==> config.mk <==
export PLATFORM = sky130hd
export DESIGN_NAME = periodic_can_message_scheduler
export DESIGN_NICKNAME = d
export VERILOG_FILES = /design/src/pcms_pkg.sv /design/src/periodic_can_message_scheduler.sv
export VERILOG_INCLUDE_DIRS = /design/src /design/src/src
export SDC_FILE = /design/constraint.sdc
export NUM_CORES = 2
export LEC_CHECK = 0
export BUFFER_PORTS_ARGS = -buffer_cell sky130_fd_sc_hd__buf_4
export CAP_MARGIN = 10
export CORE_MARGIN = 10
export CORE_UTILIZATION = 34
export CTS_CLUSTER_SIZE = 10
export DETAILED_ROUTE_END_ITERATION = 16
export GPL_ROUTABILITY_DRIVEN = 1
export SLEW_MARGIN = 20
export SYNTH_ARGS = -nofsm -noshare
export SYNTH_HDL_FRONTEND = slang
export SYNTH_SLANG_ARGS = --single-unit
==> constraint.sdc <==
create_clock -name aclk -period 16.03 [get_ports aclk]
set_input_delay 1.603 -clock aclk [delete_from_list [all_inputs] [get_ports aclk]]
set_output_delay 1.603 -clock aclk [all_outputs]
set_load 0.02 [all_outputs]
==> src/assert_macros.svh <==
// assertion macros shared by the rtl files
// no dependencies; empty bodies when SYNTHESIS is defined
`ifndef ASSERT_MACROS_SVH
`define ASSERT_MACROS_SVH
`ifndef SYNTHESIS
`define ASSERT_ALWAYS(label, clk, rst_n, prop, msg) \
    label: assert property (@(posedge clk) disable iff (!rst_n) (prop)) else $error(msg);
`define ASSERT_IMPL(label, clk, rst_n, ante, cons, msg) \
    label: assert property (@(posedge clk) disable iff (!rst_n) (ante) |-> (cons)) else $error(msg);
`define ASSERT_NEXT(label, clk, rst_n, ante, cons, msg) \
    label: assert property (@(posedge clk) disable iff (!rst_n) (ante) |=> (cons)) else $error(msg);
`else
`define ASSERT_ALWAYS(label, clk, rst_n, prop, msg)
`define ASSERT_IMPL(label, clk, rst_n, ante, cons, msg)
`define ASSERT_NEXT(label, clk, rst_n, ante, cons, msg)
`endif
`endif

==> src/pcms_pkg.sv <==
// types, codes and helper functions of the periodic can message scheduler
// no dependencies
package pcms_pkg;

    localparam int SLOTS    = 8;
    localparam int CHANNELS = 8;
    localparam int SLOT_W   = (SLOTS > 1) ? $clog2(SLOTS) : 1;

    localparam logic [31:0] STD_ID_MASK = 32'h0000_07FF;
    localparam logic [3:0]  MAX_LEN     = 4'd8;
    localparam int          BYTES       = 8;

    localparam logic [1:0] MODE_TICK  = 2'd0;
    localparam logic [1:0] MODE_START = 2'd1;
    localparam logic [1:0] MODE_STOP  = 2'd2;

    localparam logic KIND_REPLY = 1'b0;
    localparam logic KIND_FRAME = 1'b1;

    typedef enum logic [1:0] {
        ST_OK          = 2'd0,
        ST_BAD_CHANNEL = 2'd1,
        ST_LIMIT       = 2'd2,
        ST_BAD_ID      = 2'd3
    } status_t;

    typedef enum logic [2:0] {
        IDLE,
        START,
        STOP_SCAN,
        TICK_SCAN,
        EMIT
    } state_t;

    function automatic logic chan_ok(input logic [7:0] mask, input logic [7:0] ch);
        logic [2:0] bit_idx;
        bit_idx = 3'(ch - 8'd1);
        return (ch != 8'd0) && (ch <= 8'(CHANNELS)) && mask[bit_idx];
    endfunction

    function automatic logic [3:0] clamp_len(input logic [3:0] len);
        return (len > MAX_LEN) ? MAX_LEN : len;
    endfunction

    // keep the first len bytes from the top, zero the rest
    function automatic logic [63:0] keep_bytes(input logic [63:0] data, input logic [3:0] len);
        logic [63:0] res;
        res = '0;
        for (int b = 0; b < BYTES; b++) begin
            if (4'(b) < len) begin
                res[63 - 8*b -: 8] = data[63 - 8*b -: 8];
            end
        end
        return res;
    endfunction

endpackage

==> src/periodic_can_message_scheduler.sv <==
// periodic can transmit scheduler: slot table, one shared elapsed-time compare under a sequencer
// start replies come from START; a stop scans slots until id and channel match or the last slot;
// a tick scans every slot, then EMIT sends the due frames in slot order, held by output stalls
// one request at a time: s_ready is high only in IDLE, so no new request is taken mid-scan
// reset: synchronous active-low aresetn clears control, slot valid bits, mask, time (0), id (1)
// depends on pcms_pkg and assert_macros.svh; slot table contents are not cleared
`include "assert_macros.svh"

module periodic_can_message_scheduler
    import pcms_pkg::*;
(
    input  logic        aclk,
    input  logic        aresetn,

    input  logic        cfg_valid,
    output logic        cfg_ready,
    input  logic [7:0]  cfg_data,

    input  logic        s_valid,
    output logic        s_ready,
    input  logic [1:0]  s_mode,
    input  logic [7:0]  s_channel_id,
    input  logic [31:0] s_can_id,
    input  logic        s_extended,
    input  logic [63:0] s_payload,
    input  logic [3:0]  s_payload_len,
    input  logic [15:0] s_interval,
    input  logic [31:0] s_msg_id,

    output logic        m_valid,
    input  logic        m_ready,
    output logic        m_kind,
    output logic [1:0]  m_status,
    output logic [31:0] m_assigned_id,
    output logic [31:0] m_frame_id,
    output logic        m_frame_extended,
    output logic [63:0] m_frame_payload,
    output logic [3:0]  m_frame_len,
    output logic        m_last
);

    localparam logic [SLOT_W-1:0] IDX_LAST = SLOT_W'(SLOTS - 1);

    state_t              state_reg, state_next;
    logic [SLOT_W-1:0]   idx_reg, idx_next;
    logic [SLOTS-1:0]    due_reg, due_next;
    logic [SLOTS-1:0]    active_reg, active_next;
    logic [31:0]         now_reg, now_next;
    logic [31:0]         next_id_reg, next_id_next;
    logic [7:0]          mask_reg;

    logic [7:0]          ch_reg;
    logic [31:0]         can_id_reg;
    logic                ext_reg;
    logic [63:0]         data_reg;
    logic [3:0]          len_reg;
    logic [15:0]         interval_reg;
    logic [31:0]         msg_id_reg;

    // slot table
    logic [31:0]         slot_msg_id_reg   [SLOTS];
    logic [7:0]          slot_channel_reg  [SLOTS];
    logic [15:0]         slot_interval_reg [SLOTS];
    logic [31:0]         slot_last_reg     [SLOTS];
    logic [31:0]         slot_fid_reg      [SLOTS];
    logic                slot_ext_reg      [SLOTS];
    logic [3:0]          slot_len_reg      [SLOTS];
    logic [63:0]         slot_data_reg     [SLOTS];

    logic                slot_we;
    logic [SLOT_W-1:0]   slot_widx;
    logic                last_we;
    logic [SLOT_W-1:0]   last_widx;

    logic [31:0]         rd_msg_id;
    logic [7:0]          rd_channel;
    logic [15:0]         rd_interval;
    logic [31:0]         rd_last;
    logic [31:0]         elapsed;
    logic                due_now;
    logic                stop_match;
    logic                idx_is_last;
    logic [SLOTS-1:0]    due_shift;
    logic                hi_due;

    logic                free_found;
    logic [SLOT_W-1:0]   free_idx;

    logic                out_free;
    logic                out_load;
    logic                out_kind;
    status_t             out_status;
    logic [31:0]         out_assigned_id;
    logic [31:0]         out_frame_id;
    logic                out_frame_ext;
    logic [63:0]         out_frame_payload;
    logic [3:0]          out_frame_len;
    logic                out_last;

    logic                m_valid_reg;
    logic                m_kind_reg;
    logic [1:0]          m_status_reg;
    logic [31:0]         m_assigned_id_reg;
    logic [31:0]         m_frame_id_reg;
    logic                m_frame_ext_reg;
    logic [63:0]         m_frame_payload_reg;
    logic [3:0]          m_frame_len_reg;
    logic                m_last_reg;

    assign cfg_ready = 1'b1;
    assign out_free  = !m_valid_reg || m_ready;

    // shared read port and compare unit
    assign rd_msg_id   = slot_msg_id_reg[idx_reg];
    assign rd_channel  = slot_channel_reg[idx_reg];
    assign rd_interval = slot_interval_reg[idx_reg];
    assign rd_last     = slot_last_reg[idx_reg];
    assign elapsed     = now_reg - rd_last;
    assign due_now     = active_reg[idx_reg] && (elapsed >= {16'd0, rd_interval})
                         && chan_ok(mask_reg, rd_channel);
    assign stop_match  = active_reg[idx_reg] && (rd_msg_id == msg_id_reg)
                         && (rd_channel == ch_reg);
    assign idx_is_last = (idx_reg == IDX_LAST);
    assign due_shift   = due_reg >> idx_reg;
    assign hi_due      = (due_shift >> 1) != '0;

    always_comb begin
        free_found = 1'b0;
        free_idx   = '0;
        for (int i = SLOTS - 1; i >= 0; i--) begin
            if (!active_reg[i]) begin
                free_found = 1'b1;
                free_idx   = SLOT_W'(i);
            end
        end
    end

    always_comb begin
        state_next        = state_reg;
        idx_next          = idx_reg;
        due_next          = due_reg;
        active_next       = active_reg;
        now_next          = now_reg;
        next_id_next      = next_id_reg;
        s_ready           = 1'b0;
        slot_we           = 1'b0;
        slot_widx         = free_idx;
        last_we           = 1'b0;
        last_widx         = idx_reg;
        out_load          = 1'b0;
        out_kind          = KIND_REPLY;
        out_status        = ST_OK;
        out_assigned_id   = '0;
        out_frame_id      = '0;
        out_frame_ext     = 1'b0;
        out_frame_payload = '0;
        out_frame_len     = '0;
        out_last          = 1'b1;

        case (state_reg)
            IDLE: begin
                s_ready = 1'b1;
                if (s_valid) begin
                    case (s_mode)
                        MODE_TICK: begin
                            now_next   = now_reg + 32'd1;
                            idx_next   = '0;
                            due_next   = '0;
                            state_next = TICK_SCAN;
                        end
                        MODE_START: begin
                            state_next = START;
                        end
                        MODE_STOP: begin
                            idx_next   = '0;
                            state_next = STOP_SCAN;
                        end
                        default: begin
                            state_next = IDLE;
                        end
                    endcase
                end
            end

            START: begin
                if (out_free) begin
                    out_load = 1'b1;
                    if (!chan_ok(mask_reg, ch_reg)) begin
                        out_status = ST_BAD_CHANNEL;
                    end else if (!free_found) begin
                        out_status = ST_LIMIT;
                    end else begin
                        out_status            = ST_OK;
                        out_assigned_id       = next_id_reg;
                        next_id_next          = next_id_reg + 32'd1;
                        active_next[free_idx] = 1'b1;
                        slot_we               = 1'b1;
                        last_we               = 1'b1;
                        last_widx             = free_idx;
                    end
                    state_next = IDLE;
                end
            end

            STOP_SCAN: begin
                if (stop_match || idx_is_last) begin
                    if (out_free) begin
                        out_load   = 1'b1;
                        out_status = stop_match ? ST_OK : ST_BAD_ID;
                        if (stop_match) begin
                            active_next[idx_reg] = 1'b0;
                        end
                        state_next = IDLE;
                    end
                end else begin
                    idx_next = idx_reg + 1'b1;
                end
            end

            TICK_SCAN: begin
                due_next[idx_reg] = due_now;
                if (idx_is_last) begin
                    idx_next   = '0;
                    state_next = EMIT;
                end else begin
                    idx_next = idx_reg + 1'b1;
                end
            end

            EMIT: begin
                if (due_reg == '0) begin
                    state_next = IDLE;
                end else if (!due_reg[idx_reg]) begin
                    idx_next = idx_is_last ? '0 : idx_reg + 1'b1;
                end else if (out_free) begin
                    out_load          = 1'b1;
                    out_kind          = KIND_FRAME;
                    out_frame_id      = slot_fid_reg[idx_reg];
                    out_frame_ext     = slot_ext_reg[idx_reg];
                    out_frame_payload = slot_data_reg[idx_reg];
                    out_frame_len     = slot_len_reg[idx_reg];
                    out_last          = !hi_due;
                    due_next[idx_reg] = 1'b0;
                    last_we           = 1'b1;
                    idx_next          = idx_is_last ? '0 : idx_reg + 1'b1;
                    if (!hi_due) begin
                        state_next = IDLE;
                    end
                end
            end

            default: begin
                state_next = IDLE;
            end
        endcase
    end

    always_ff @(posedge aclk) begin
        if (!aresetn) begin
            state_reg   <= IDLE;
            idx_reg     <= '0;
            due_reg     <= '0;
            active_reg  <= '0;
            now_reg     <= '0;
            next_id_reg <= 32'd1;
            mask_reg    <= '0;
            m_valid_reg <= 1'b0;
        end else begin
            state_reg   <= state_next;
            idx_reg     <= idx_next;
            due_reg     <= due_next;
            active_reg  <= active_next;
            now_reg     <= now_next;
            next_id_reg <= next_id_next;
            if (cfg_valid && cfg_ready) begin
                mask_reg <= cfg_data;
            end
            if (out_load) begin
                m_valid_reg <= 1'b1;
            end else if (m_ready) begin
                m_valid_reg <= 1'b0;
            end
        end
    end

    // input capture
    always_ff @(posedge aclk) begin
        if (s_valid && s_ready) begin
            ch_reg       <= s_channel_id;
            can_id_reg   <= s_can_id;
            ext_reg      <= s_extended;
            data_reg     <= s_payload;
            len_reg      <= s_payload_len;
            interval_reg <= s_interval;
            msg_id_reg   <= s_msg_id;
        end
    end

    // slot table writes, frame fields stored ready to send
    always_ff @(posedge aclk) begin
        if (slot_we) begin
            slot_msg_id_reg[slot_widx]   <= next_id_reg;
            slot_channel_reg[slot_widx]  <= ch_reg;
            slot_interval_reg[slot_widx] <= interval_reg;
            slot_fid_reg[slot_widx]      <= ext_reg ? can_id_reg : (can_id_reg & STD_ID_MASK);
            slot_ext_reg[slot_widx]      <= ext_reg;
            slot_len_reg[slot_widx]      <= clamp_len(len_reg);
            slot_data_reg[slot_widx]     <= keep_bytes(data_reg, clamp_len(len_reg));
        end
        if (last_we) begin
            slot_last_reg[last_widx] <= now_reg;
        end
    end

    always_ff @(posedge aclk) begin
        if (out_load) begin
            m_kind_reg          <= out_kind;
            m_status_reg        <= out_status;
            m_assigned_id_reg   <= out_assigned_id;
            m_frame_id_reg      <= out_frame_id;
            m_frame_ext_reg     <= out_frame_ext;
            m_frame_payload_reg <= out_frame_payload;
            m_frame_len_reg     <= out_frame_len;
            m_last_reg          <= out_last;
        end
    end

    assign m_valid          = m_valid_reg;
    assign m_kind           = m_kind_reg;
    assign m_status         = m_status_reg;
    assign m_assigned_id    = m_assigned_id_reg;
    assign m_frame_id       = m_frame_id_reg;
    assign m_frame_extended = m_frame_ext_reg;
    assign m_frame_payload  = m_frame_payload_reg;
    assign m_frame_len      = m_frame_len_reg;
    assign m_last           = m_last_reg;

    `ASSERT_IMPL(a_idle_no_due, aclk, aresetn, state_reg == IDLE, due_reg == '0, "due slots left over at idle")
    `ASSERT_IMPL(a_reply_last, aclk, aresetn, m_valid && m_kind == KIND_REPLY, m_last, "reply without last")
    `ASSERT_IMPL(a_frame_fields, aclk, aresetn, m_valid && m_kind == KIND_FRAME, m_status == ST_OK && m_assigned_id == '0 && m_frame_len <= MAX_LEN, "bad frame fields")
    `ASSERT_NEXT(a_id_step, aclk, aresetn, out_load && out_assigned_id != '0, next_id_reg == $past(next_id_reg) + 32'd1, "message id not advanced on start")

endmodule
# ---- Yosys cells after proc, flatten, opt, wreduce, memory -nomap -nowiden
# Memories as Yosys holds them, arrays and structs flattened. A register that Yosys moved wholly into a read port is not among the register bits.
# Cells that the tools add are included.
# Widths: inputs -> output; s select.
dict set report totals {
  ram_bits 1512
  output_inout_bits 140
  regBits 288
  memories 8
  input_bits 172
}
# name depth word_bits rd rd_clocked_by_memory_dff write_ports line_no
set mem_list {}
lappend mem_list {slot_data_reg 8 64 1 1 1 periodic_can_message_scheduler.sv:68} ;# logic [63:0] slot_data_reg [SLOTS];
lappend mem_list {slot_fid_reg 8 32 1 1 1 periodic_can_message_scheduler.sv:65} ;# logic [31:0] slot_fid_reg [SLOTS];
lappend mem_list {slot_last_reg 8 32 1 1 1 periodic_can_message_scheduler.sv:64} ;# logic [31:0] slot_last_reg [SLOTS];
lappend mem_list {slot_msg_id_reg 8 32 1 1 1 periodic_can_message_scheduler.sv:61} ;# logic [31:0] slot_msg_id_reg [SLOTS];
lappend mem_list {slot_interval_reg 8 16 1 1 1 periodic_can_message_scheduler.sv:63} ;# logic [15:0] slot_interval_reg [SLOTS];
lappend mem_list {slot_channel_reg 8 8 1 1 1 periodic_can_message_scheduler.sv:62} ;# logic [7:0] slot_channel_reg [SLOTS];
lappend mem_list {{+2 memories} - - - - - -}
dict set report op_classes {
  bitwise_logic 7
  shifts 1
  order_cmp 18
  n_addsub 6
  muxes 114
  reduce_logical 33
  n_eq_ne 27
}
# op n
set ops {}
lappend ops {{$mux 8} 27}
lappend ops {{$mux 3} 35}
lappend ops {{$add 32x1->32 const B} 2}
lappend ops {{$eq 32x32->1} 1}
lappend ops {{$ge 32x16->1} 1}
lappend ops {{$mux 32} 1}
lappend ops {{$sub 32x32->32} 1}
lappend ops {{$mux 1} 29}
lappend ops {{$ne 2x2->1 const B} 13}
lappend ops {{$pmux 8 s3} 1}
lappend ops {{$reduce_bool 8->1} 3}
lappend ops {{$reduce_and 6->1} 3}
lappend ops {{$and 8x8->8} 2}
lappend ops {{$le 8x4->1 const B} 2}
lappend ops {{$lt 3x4->1 const A} 4}
lappend ops {{$lt 3x4->1 const B} 4}
lappend ops {{$pmux 8 s2} 1}
lappend ops {{$pmux 3 s5} 1}
lappend ops {{$bmux 1 s3} 4}
lappend ops {{$mux 2} 6}
lappend ops {{$ne 3x3->1 const B} 4}
lappend ops {{$pmux 3 s4} 1}
lappend ops {{$logic_and 1x1->1} 11}
lappend ops {{$bwmux 8} 1}
lappend ops {{36 further kinds} 48}

# ---- Logic depth before layout (Yosys ltp)
dict set report logic_depth {
  word_depth 17
  ltp_mapped 27
}

# ---- Least setup slack after synthesis
# No wires, ideal clock.
dict set report synth_timing {
  path_type {input port to flip-flop}
  startpoint {in m_ready}
  endpoint {mem slot_channel_reg[6][0], enable pin}
  setup_ns 0.901
  stages 7
  slack_ns 1.144
  required_ns 15.129
  t_arrival_ns 13.985
  cell_sequence {nand2b_1 nand3_1 nand2b_1 clkbuf_1 nand2b_1 clkbuf_1 nor3b_1}
}
dict set report synth_via {
  elab_chain_len 5
}
# item line_no
set synth_lines {}
lappend synth_lines {{start, declared} periodic_can_message_scheduler.sv:31} ;# input logic m_ready,
lappend synth_lines {{$logic_or 1x1->1} periodic_can_message_scheduler.sv:111} ;# assign out_free = !m_valid_reg || m_ready;
lappend synth_lines {{$mux 1} periodic_can_message_scheduler.sv:186} ;# if (out_free) begin
lappend synth_lines {{$mux 1} periodic_can_message_scheduler.sv:160} ;# case (state_reg)
lappend synth_lines {{$mux 1} periodic_can_message_scheduler.sv:301} ;# if (slot_we) begin
lappend synth_lines {{$mux 1 (not written as such)} periodic_can_message_scheduler.sv:303} ;# slot_channel_reg[slot_widx] <= ch_reg;
lappend synth_lines {{end, declared} periodic_can_message_scheduler.sv:62}
# Every way passes these cells.

==> metrics.yaml <==
global_route:
  antenna_found_initial: 10
  grt_max_degree: 122
  grt_pass1_wl_um: 265500
  grt_overflow: 0
  grt_pass1_vias: 38850
  track_usage_pct: 15.24
setup_path:
  r2r_cells: 24
  critPathCaptureType: "register"
  rrSetupSlack_ns: 8.66
  reg2reg_to: "due_reg[7]$_SDFFE_PN0P_"
  critPathMaxFanout: 56
  crit_arrival_ns: 8.08
  worstPathRequired_ns: 16.74
  critPathLaunchType: "register"
  criticalPathCategory: "register to register"
die:
  io_pins: 312
  die_w_um: 480.9
  die_h_um: 480.9
  row_count: 169
  coreArea_um2: 211700
  start_util_pct: 34.12
  dieArea_um2: 231300
sta:
  tightest_slew_ns: 1.079
  setup_tns_ns: 0
  setup_viol: 0
  fin_crit_sh_pct: 45.99
  maxSlewHeadroom_pct: 28.08
  max_freq_mhz: 135.6
  hold_violations: 0
  slew_violations: 0
  finalCriticalPeriod_ns: 7.372
  rsz0062_at_grt: "no"
  finClkSkew_ns: 0.1018
routing:
  wirelength_um: 181500
  vias: 37910
  viasPerCell: 5.259
  drt_iter0_drc: 3597
  drcViolationCount: 0
  wire_per_inst_um: 25.18
  dr.pass1.iters: 5
  antenna_left: 0
yosys:
  synth_seq_cells: 1904
  synthesis.instances: 3875
  synth-async-reset-ratio_pct: 0
  synth_edf_count: 1806
  synth-compound-area-share_pct: 7.420
  ys.flop_type: "edfxtp_1"
  syn_area_per_cell_um2: 18.64
  muxShareOfSynthArea_pct: 7.130
  ys_seq_area_share_pct: 77.80
  synth_top_area_cell: "edfxtp_1"
  synth_xor_area_share_pct: 1.370
  ys_types: 79
  synth_top_family_by_area: "compound AO/OA/AOI/OAI gates"
  synth_top_cell_area_share_pct: 75.09
  syn-cell-area_um2: 72230
  synth-simple-area-share_pct: 4.010
  syn_nets: 4104
  synth_adder_area_share_pct: 0.9978
  synth.area.top_cells: "edfxtp_1 75%, mux4_2 5.6%, dfxtp_1 2.7%, a22oi_1 2.1%, mux2i_1 1.4%"
  yosysWarnings: 0
layout:
  syn_to_final_growth_pct: 16.71
  largest_reg_flops: 512
  postLayoutCoreUtil_pct: 39.83
  drive_above_1_share_pct: 19.61
  stdcell_count: 7208
  fin_nets: 4501
  nFillCells: 18840
clocking:
  numCtsBuffers: 215
  cts_tree: "built"
  cts_resized: 0
  cts.sinks: 1904
  clock_latency_ns: 0.86
  cts_hold_buf: 0
  cts_htree_levels: 4
  clk_pin_slew_ns: 0.06
  cts_setup_buffers: 0
  cts_buffer_depth: 3
  root_buffer: "clkbuf_16"
power:
  leakage_nw: 26.54
  pwr_density_cell_nw_per_um2: 123.7
  peakVddDrop_mv: 0.1057
place:
  dp_cells: 6875
  io_buffers: 310
  gp_congestion: 0.8026
  dp_hpwl_um: 102400
flow_run:
  cap_violations: 0
min_path:
  min_to: "mask_reg[6]$_SDFFE_PN0P_"
  hold_class: "register to register"
  whs_path_depth: 2
  holdCritStartpoint: "mask_reg[6]$_SDFFE_PN0P_"
run_status:
  status: "completed"
report_power, final:
group / switching, mW / internal (mW) / leakage, nW
sequential: 0.0647 / 5.55 / 17.3
clock: 1.91 / 2.50 / 2.99
combinational: 0.255 / 0.148 / 6.25
total: 2.23 / 8.20 / 26.5
cell usage after synthesis (all sizes together), types with 10 or more instances:
library cell / instances
o21ai: 50
o31ai: 13
nand4: 29
nor4: 19
and3: 18
o21a: 14
nor2: 148
or3: 15
a22oi: 203
edfxtp: 1806
buf: 50
mux2i: 100
nand3: 46
mux4: 181
clkbuf: 152
xor2: 54
a21oi: 64
a211oi: 11
xnor2: 59
inv: 22
dfxtp: 98
ha: 56
nor2b: 68
a22o: 103
a21o: 13
a221oi: 104
and2: 68
nor3: 19
a31oi: 106
o211ai: 10
nand2: 94
critical path, cell delays in order, from the launching register on:
cell       delay (ns)
dfxtp_4          0.76
buf_4            0.71
buf_4            0.78
mux4_2           0.41
mux2_2           0.29
ha_1             0.22
fa_1             0.44
nor2b_1          0.20
o2111ai_1        0.21
nand2_1          0.17
a21oi_1          0.07
o21ai_0          0.27
a21oi_1          0.12
o21bai_1         0.16
xor2_1           0.16
ha_1             0.25
nand2_1          0.08
o21ai_0          0.10
nand2_1          0.08
and4_1           0.19
o211ai_1         0.12
nor4_1           0.30
nand4_1          0.22
a2111oi_4        0.71
o21ai_1          0.15
worst max-delay path by stage:
stage | from | to | depth (start not counted)
after floorplan | m_ready | slot_channel_reg[6][0]$_DFFE_PP_ | 7
after global placement | register | due_reg[2]$_SDFFE_PN0P_ | 24
after detailed placement | register | due_reg[4]$_SDFFE_PN0P_ | 24
after CTS | register | due_reg[7]$_SDFFE_PN0P_ | 24
after global routing | register | due_reg[3]$_SDFFE_PN0P_ | 24
final | register | due_reg[7]$_SDFFE_PN0P_ | 24
layout make-up:
class                           instances  area [µm²]  share of cell area, %
Clock buffer                          298        5763                  6.837
Antenna cell                            6       15.01                0.01781
Inverter                               23       101.3                 0.1202
Multi-Input combinational cell       1746       15280                  18.12
Timing Repair Buffer                  382        2918                  3.461
Clock inverter                         28       485.5                 0.5759
Tap cell                             2821        3530                  4.187
Sequential cell                      1904       56210                  66.68
layer usage:
metal / wire length (µm) / GRT usage, % / share of wire [%]
met5: 41 / 0 / 0.023
met2: 86540 / 24.71 / 48
met3: 11880 / 3.221 / 6.5
met1: 79450 / 20.89 / 44
met4: 3586 / 3.909 / 2.0
kinds of logic (layout without fill, tap and decap cells):
family	after synthesis	count (layout)
AO/OA/AOI/OAI	728	728
multiplexers	286	286
adder cells (fa/ha/maj)	57	57
flip-flops	1904	1904
XOR/XNOR	113	113
AND/OR/NAND/NOR	561	561
other	1	7
buffers and inverters	225	731
through the flow:
step / setup WS (ns) / cell area [µm²] / hold slack, ns / total power [mW]
floorplan: 1.144 / 72230 / 0.4725 / 5.927
global placement: 8.626 / 78010 / 0.5100 / 6.125
detailed placement: 8.536 / 78010 / 0.5250 / 6.132
CTS: 8.507 / 84260 / 0.5398 / 10.55
global route: 8.005 / 84290 / 0.5604 / 10.78
finish: 8.658 / 84300 / 0.5296 / 10.43
cells in the final DEF (no fill, tap or decap), drive strengths merged, types with 23 or more instances in the layout:
master / n
clkinv: 23
nand3: 46
mux4: 181
mux2i: 100
xor2: 54
a221oi: 104
a31oi: 106
ha: 56
clkbuf: 298
nand4: 29
o21ai: 50
a21oi: 64
a22o: 103
edfxtp: 1806
buf: 382
xnor2: 59
inv: 25
nor2b: 68
a22oi: 203
nor2: 148
and2: 68
nand2: 94
dfxtp: 98
Note: power is estimated with default switching activity, not from simulation.
